===== src/hdl/e2q_pkg.sv =====
// Package: widths, constants and arctangent table for the Euler-to-quaternion core.
`timescale 1ns / 1ps
`default_nettype none
package e2q_pkg;
  localparam int ANGLE_BITS = 16;
  localparam int QUAT_BITS  = 16;
  localparam int TRIG_STEPS = 14;
  localparam int CW         = 34;  // CORDIC datapath, signed Q3.30
  localparam int PW         = 32;  // product operands, signed Q1.30

  typedef logic signed [CW-1:0] cval_t;

  localparam cval_t PI_Q30      = 34'sd3373259426;
  localparam cval_t HALF_PI_Q30 = 34'sd1686629713;
  localparam cval_t GAIN_Q30 = cval_t'(64'sd652032874 +
    ((64'sd434688583 + (64'sd1 <<< (2 * TRIG_STEPS - 1))) >>> (2 * TRIG_STEPS)));

  function automatic cval_t atan_q30(input int i);
    case (i)
      0: atan_q30 = 34'sd843314857;   1: atan_q30 = 34'sd497837829;
      2: atan_q30 = 34'sd263043837;   3: atan_q30 = 34'sd133525159;
      4: atan_q30 = 34'sd67021687;    5: atan_q30 = 34'sd33543516;
      6: atan_q30 = 34'sd16775851;    7: atan_q30 = 34'sd8388437;
      8: atan_q30 = 34'sd4194283;     9: atan_q30 = 34'sd2097149;
      default: atan_q30 = (i < 30) ? (34'sd1 <<< (30 - i)) : 34'sd0;
    endcase
  endfunction
endpackage
`default_nettype wire


===== src/hdl/e2q_cordic.sv =====
// Pipelined rotation-mode CORDIC: half-angle sine and cosine, one step per stage.
`timescale 1ns / 1ps
`default_nettype none
module e2q_cordic
  import e2q_pkg::*;
(
  input  wire logic                         clk,
  input  wire logic                         en,
  input  wire logic signed [ANGLE_BITS-1:0] angle,
  output logic signed [PW-1:0]              sin_q,
  output logic signed [PW-1:0]              cos_q
);
  cval_t x_r [TRIG_STEPS+1];
  cval_t y_r [TRIG_STEPS+1];
  cval_t z_r [TRIG_STEPS+1];
  logic  flip_r [TRIG_STEPS+1];

  cval_t z0, zf;
  logic  fl;
  always_comb begin
    z0 = cval_t'(angle) <<< (30 - (ANGLE_BITS - 2));
    zf = z0;
    fl = 1'b0;
    if (z0 > HALF_PI_Q30) begin
      zf = z0 - PI_Q30;
      fl = 1'b1;
    end else if (z0 < -HALF_PI_Q30) begin
      zf = z0 + PI_Q30;
      fl = 1'b1;
    end
  end

  always_ff @(posedge clk) begin
    if (en) begin
      x_r[0]    <= GAIN_Q30;
      y_r[0]    <= '0;
      z_r[0]    <= zf;
      flip_r[0] <= fl;
    end
  end

  for (genvar i = 0; i < TRIG_STEPS; i++) begin : g_step
    always_ff @(posedge clk) begin
      if (en) begin
        if (!z_r[i][CW-1]) begin
          x_r[i+1] <= x_r[i] - (y_r[i] >>> i);
          y_r[i+1] <= y_r[i] + (x_r[i] >>> i);
          z_r[i+1] <= z_r[i] - atan_q30(i);
        end else begin
          x_r[i+1] <= x_r[i] + (y_r[i] >>> i);
          y_r[i+1] <= y_r[i] - (x_r[i] >>> i);
          z_r[i+1] <= z_r[i] + atan_q30(i);
        end
        flip_r[i+1] <= flip_r[i];
      end
    end
  end

  assign sin_q = PW'(flip_r[TRIG_STEPS] ? -y_r[TRIG_STEPS] : y_r[TRIG_STEPS]);
  assign cos_q = PW'(flip_r[TRIG_STEPS] ? -x_r[TRIG_STEPS] : x_r[TRIG_STEPS]);
endmodule
`default_nettype wire


===== config.mk =====
export PLATFORM = sky130hd
export DESIGN_NAME = e2q_cordic
export DESIGN_NICKNAME = d
export VERILOG_FILES = /design/src/hdl/e2q_pkg.sv /design/src/hdl/e2q_cordic.sv
export SDC_FILE = /design/constraint.sdc
export NUM_CORES = 2
export LEC_CHECK = 0
export BUFFER_PORTS_ARGS = -buffer_cell sky130_fd_sc_hd__buf_4
export CORE_MARGIN = 2
export CORE_UTILIZATION = 43
export CTS_CLUSTER_SIZE = 10
export DETAILED_ROUTE_END_ITERATION = 7
export GPL_ROUTABILITY_DRIVEN = 0
export SYNTH_ARGS = -nofsm -noshare
export SYNTH_HDL_FRONTEND = slang
export SYNTH_SLANG_ARGS = --single-unit

===== constraint.sdc =====
create_clock -name clk -period 6.2 [get_ports clk]
set_input_delay 0.31 -clock clk [delete_from_list [all_inputs] [get_ports clk]]
set_output_delay 0.31 -clock clk [all_outputs]
set_load 0.02 [all_outputs]

==> Word level (Yosys, flattened, before mapping) <==
Memory sizes are Yosys's and may differ from the RTL's.
Cells that the tools add are included.
W data, S select, Z words.
{ "word_totals": {"register_bits": 0, "mem_bits_rw": 1545, "output_inout_bits": 64, "elab_cells": 269, "mem_count": 4} }
{ "op_classes": {"n_addsub": 87, "n_lt_le_gt_ge": 2, "muxes": 134, "bitwise": 42} }
{ "mem_list": {"columns": ["memory", "words", "word_bits", "read_ports", "rd_clocked_by_memory_dff", "write_ports", "line_no", "source"], "rows": [
  ["x_r", 15, 34, 15, 0, 15, "e2q_cordic.sv:13", "cval_t x_r [TRIG_STEPS+1];"],
  ["y_r", 15, 34, 15, 0, 15, "e2q_cordic.sv:14", "cval_t y_r [TRIG_STEPS+1];"],
  ["z_r", 15, 34, 14, 0, 15, "e2q_cordic.sv:15", "cval_t z_r [TRIG_STEPS+1];"],
  ["flip_r", 15, 1, 15, 0, 15, "e2q_cordic.sv:16", "logic flip_r [TRIG_STEPS+1];"]
]} }
{ "op_table": {"columns": ["op", "n"], "rows": [
  ["$mux W34", 44],
  ["$mux W1", 88],
  ["$add A34 B21 Y34", 2],
  ["$add A34 B22 Y34", 2],
  ["$add A34 B22 Y34 const B", 2],
  ["$add A34 B23 Y34", 2],
  ["$add A34 B24 Y34", 2],
  ["$add A34 B25 Y34", 2],
  ["$add A34 B26 Y34", 2],
  ["$add A34 B27 Y34", 2],
  ["$add A34 B28 Y34", 2],
  ["$add A34 B29 Y34", 2],
  ["$add A34 B30 Y34", 2],
  ["$add A34 B31 Y34", 2],
  ["$add A34 B32 Y34", 2],
  ["$add A34 B33 Y34", 2],
  ["$sub A34 B21 Y34", 2],
  ["$sub A34 B22 Y34", 2],
  ["$sub A34 B22 Y34 const B", 2],
  ["$sub A34 B23 Y34", 2],
  ["$sub A34 B24 Y34", 2],
  ["$sub A34 B25 Y34", 2],
  ["$sub A34 B26 Y34", 2],
  ["$sub A34 B27 Y34", 2],
  ["39 further kinds", 89]
]} }

==> Depth between registers and ports, before layout <==
An unclocked memory read counts as a cell.
{ "depth": {"word_depth": 5, "ltp_mapped": 21, "ltp_nobuf": 21} }

==> Worst setup path after synthesis <==
No wires, ideal clock.
{ "synth_path": {"kind": "input -> register", "from": "input port en", "to": "memory x_r[8][30] (netlist name), data pin", "arrival_ns": 4.897, "path_slack_ns": 1.044, "cell_stages": 20, "n_path_buf": 4, "cell_sequence": "buf_2 > clkbuf_1 > nand2_1 > inv_1 > clkbuf_1 > buf_1 > nor2_1 > xor2_1 > ha_1 > a21o_1 > a21oi_1 > a21oi_1 > o41ai_1 > o21ai_0 > a31oi_1 > o31ai_1 > a211o_1 > a21o_1 > a21oi_1 > xnor2_1"} }
{ "synth_rtl": {"columns": ["element", "line_no", "source"], "rows": [
  ["start: declaration", "e2q_cordic.sv:8", "input wire logic en,"],
  ["end: declaration", "e2q_cordic.sv:13", null]
]} }

==> key figures <==
Routing
  – Post-route ant nets: 0
  – Iteration-0 DRC count of the detailed router: 6225
  – Vias per std cell: 5.78
  – Routed Wire Length: 270000 um
  – Number of vias after detailed routing: 83000
  – DRC: 0
  – 1st-pass router iterations: 5
  – Average wire length per cell after detail routing: 18.8 um

CTS
  – Clk slew on worst S/H paths: 0.06 ns
  – Clock tree from TritonCTS: built
  – Clock latency reported for the late side of the worst-skew pair: 0.82 ns
  – Number of CTS-inserted buffers: 155
  – H-tree levels: 4
  – Root buffer selected by CTS: clkbuf_16
  – Maximum clock path buffer count: 3
  – Buffers inserted by post-CTS timing repair: 0
  – Clock Sinks: 1235

Cells and area
  – Commonest cells after routing, fill and taps aside: edfxtp_1, ha_1, a21oi_1, xnor2_1, nor2_1
  – Multi-input logic area: 0.0655 sq mm
  – P&R area growth vs syn: 8.97%
  – Number of fill cells: 22600
  – Most common library cell in the layout ignoring fill and taps: edfxtp_1
  – Sequential cell area: 0.0371 sq mm
  – Net total in the final layout: 12300
  – Share of layout cells above drive strength 1: 4.58%

Synthesis
  – Most area-consuming cells after synthesis: edfxtp_1, ha_1, xnor2_1
  – Fraction of registers with async set/reset: 0%
  – Area leader, netlist: edfxtp_1
  – Flip-flop and latch count after synthesis: 1235
  – Post-synthesis instance total: 10900
  – Mean Syn Cell Area: 9.59 sq um
  – Number of enable flip-flop cells after synthesis: 1235
  – Synthesized cell area: 0.105 sq mm
  – Most common flop cell mapped by yosys: edfxtp_1
  – Count of unique library cells instantiated by Yosys: 88
  – Post-Syn Nets: 12200
  – Number of synthesis warnings: 0
  – Sequential fraction of the synthesis area: 35.4%
  – Area share of the largest cell type after synthesis: 35.4%

Worst setup path
  – Worst EP required: 6.75 ns
  – Setup slack, reg-to-reg: 0.56 ns
  – Reg-to-reg critical path startpoint: x_r[6][11]$_DFFE_PP_
  – Destination of the worst register-to-register timing path: y_r[3][66]$_DFFE_PP_
  – CP max FO: 6
  – Nature of the critical path endpoint: flop
  – Type of origin of the critical path: flop
  – Worst setup path class: flop to flop
  – Worst r2r path cells: 18
  – Endpoint arrival time on the critical path: 6.19 ns

STA
  – Number of pins with negative max-slew slack in the final report: 0
  – Fin Setup TNS: 0 ns
  – Setup violations, final: 0
  – RSZ-0062 raised after global routing: no
  – Slew headroom: 23.0%
  – Final min period: 5.64 ns
  – Worst-Margin Slew: 1.14 ns
  – Final Hold Viols: 0
  – Crit share post-route: 91.0%
  – Worst clock skew on the final layout: 0.0670 ns
  – Max Clock Freq: 177 MHz

GRT
  – Grt total ovfl: 0
  – Number of global-route vias before repair: 80200
  – Wire length of the first global-routing pass: 430000 um
  – Largest net degree at the start of global routing: 156
  – Global-route total usage across every layer: 21.1%
  – Antenna violations before repair: 5

Floorplan
  – Area of the die: 0.248 sq mm
  – Horizontal extent of the die: 498 um
  – Number of placed I/O pins: 82
  – Die boundary height: 498 um
  – Starting density of the core: 43.2%
  – Core box area: 0.243 sq mm
  – Site row count: 181

Worst hold path
  – Number of stages on the worst hold path: 4
  – Worst Hold Launch: angle[5]
  – End point of the worst hold path: z_r[0][21]$_DFFE_PP_
  – Hold/Removal Path Class: primary input to flop

Flow run
  – Max_cap viols: 0

Status
  – Outcome: completed

Place
  – # port buffers: 81
  – Post-DP HPWL: 213000 um
-- worst max path at each step --
stage | start | to | slack [ns] | cells past startpoint
floorplan | en | x_r[8][30]$_DFFE_PP_ | 1.04 | 20
global placement | x_r[4][7]$_DFFE_PP_ | y_r[2][66]$_DFFE_PP_ | 0.81 | 18
detailed placement | x_r[6][11]$_DFFE_PP_ | y_r[3][66]$_DFFE_PP_ | 0.78 | 18
CTS | x_r[6][11]$_DFFE_PP_ | y_r[3][64]$_DFFE_PP_ | 0.76 | 19
global route | x_r[6][10]$_DFFE_PP_ | y_r[3][64]$_DFFE_PP_ | 0.18 | 19
finish | x_r[6][11]$_DFFE_PP_ | y_r[3][66]$_DFFE_PP_ | 0.56 | 18
-- per-stage QoR --
step	hold slack (ns)	area [sq um]	cells	setup slack [ns]	util [%]
after global routing	0.0203	114000	14400	0.183	47.0
after detailed placement	0.407	109000	14100	0.782	45.0
after global placement	0.406	109000	14100	0.809	45.0
final	0.0786	114000	14400	0.555	47.0
after floorplan	0.400	105000	10900	1.04	-
after CTS	0.00123	114000	14400	0.764	47.0
-- critical path, cell delays in order (launching register included) --
cell and delay, ns:
edfxtp_1 0.45, or4_1 0.60, nor4_1 0.28, nand2_1 0.17, nor4_1 0.76, a21oi_1 0.17, xnor2_1 0.18, ha_1 0.40
nand3_1 0.12, nor2_1 0.20, nand2_1 0.10, a2111oi_0 0.48, buf_4 0.22, o21ai_0 0.12, a31oi_1 0.25, o21ai_0 0.13
a21boi_0 0.42, a221oi_1 0.17, xnor2_1 0.16
-- cell type report --
class | instances | share of cell area, %
clock buffer | 178 | 3.49
multi-input combinational | 9090 | 57.3
clock inverter | 57 | 0.623
antenna | 1 | 0.00219
inverter | 424 | 1.39
tap | 3202 | 3.50
sequential | 1235 | 32.4
timing repair buffer | 180 | 1.25
-- Yosys cell counts, types with 178 or more instances --
| cell | n |
|---|---|
| nor3_1 | 239 |
| edfxtp_1 | 1235 |
| inv_1 | 417 |
| xnor2_1 | 1121 |
| a21o_1 | 516 |
| a21oi_1 | 1147 |
| nand3_1 | 178 |
| nor2_1 | 866 |
| xor2_1 | 515 |
| ha_1 | 1170 |
| nand2_1 | 626 |
| o21ai_0 | 580 |
-- flip-flops by register name, indices dropped and copies added, names as in the netlist --
name,cells
flip_r,14
x_r,414
y_r,440
z_r,367
-- repair_timing --
action / CTS / global route
endpoints found under the hold margin: 22 / 0
hold buffers: 18 / 0
gates resized for setup: 0 / 0
setup endpoints to repair: 0 / 0
-- cells by family (layout without fill, tap and decap cells) --
kind of cell    after synthesis  in the layout  share of synthesized area, %
compound gates             3345           3345                          20.3
xor+xnor                   1636           1636                          13.7
fa+ha+maj                  1207           1207                          14.7
buf+inv                     616            839                          2.21
flops                      1235           1235                          35.4
mux                          83             83                         0.838
other cells                   0              1                             0
simple gates               2819           2819                          13.0
-- layer usage --
layer	vias up	share of wire, %	GRT usage [%]
met1	39800	45	27.7
met4	6	2.8	6.02
met2	1946	48	36.2
met3	398	4.9	2.98
li1	40900	-	-
met5	-	0.010	0
Power is left out: the tool's default activity adds up to more than one toggle a clock period on the data nets, which glitch-free logic cannot reach.
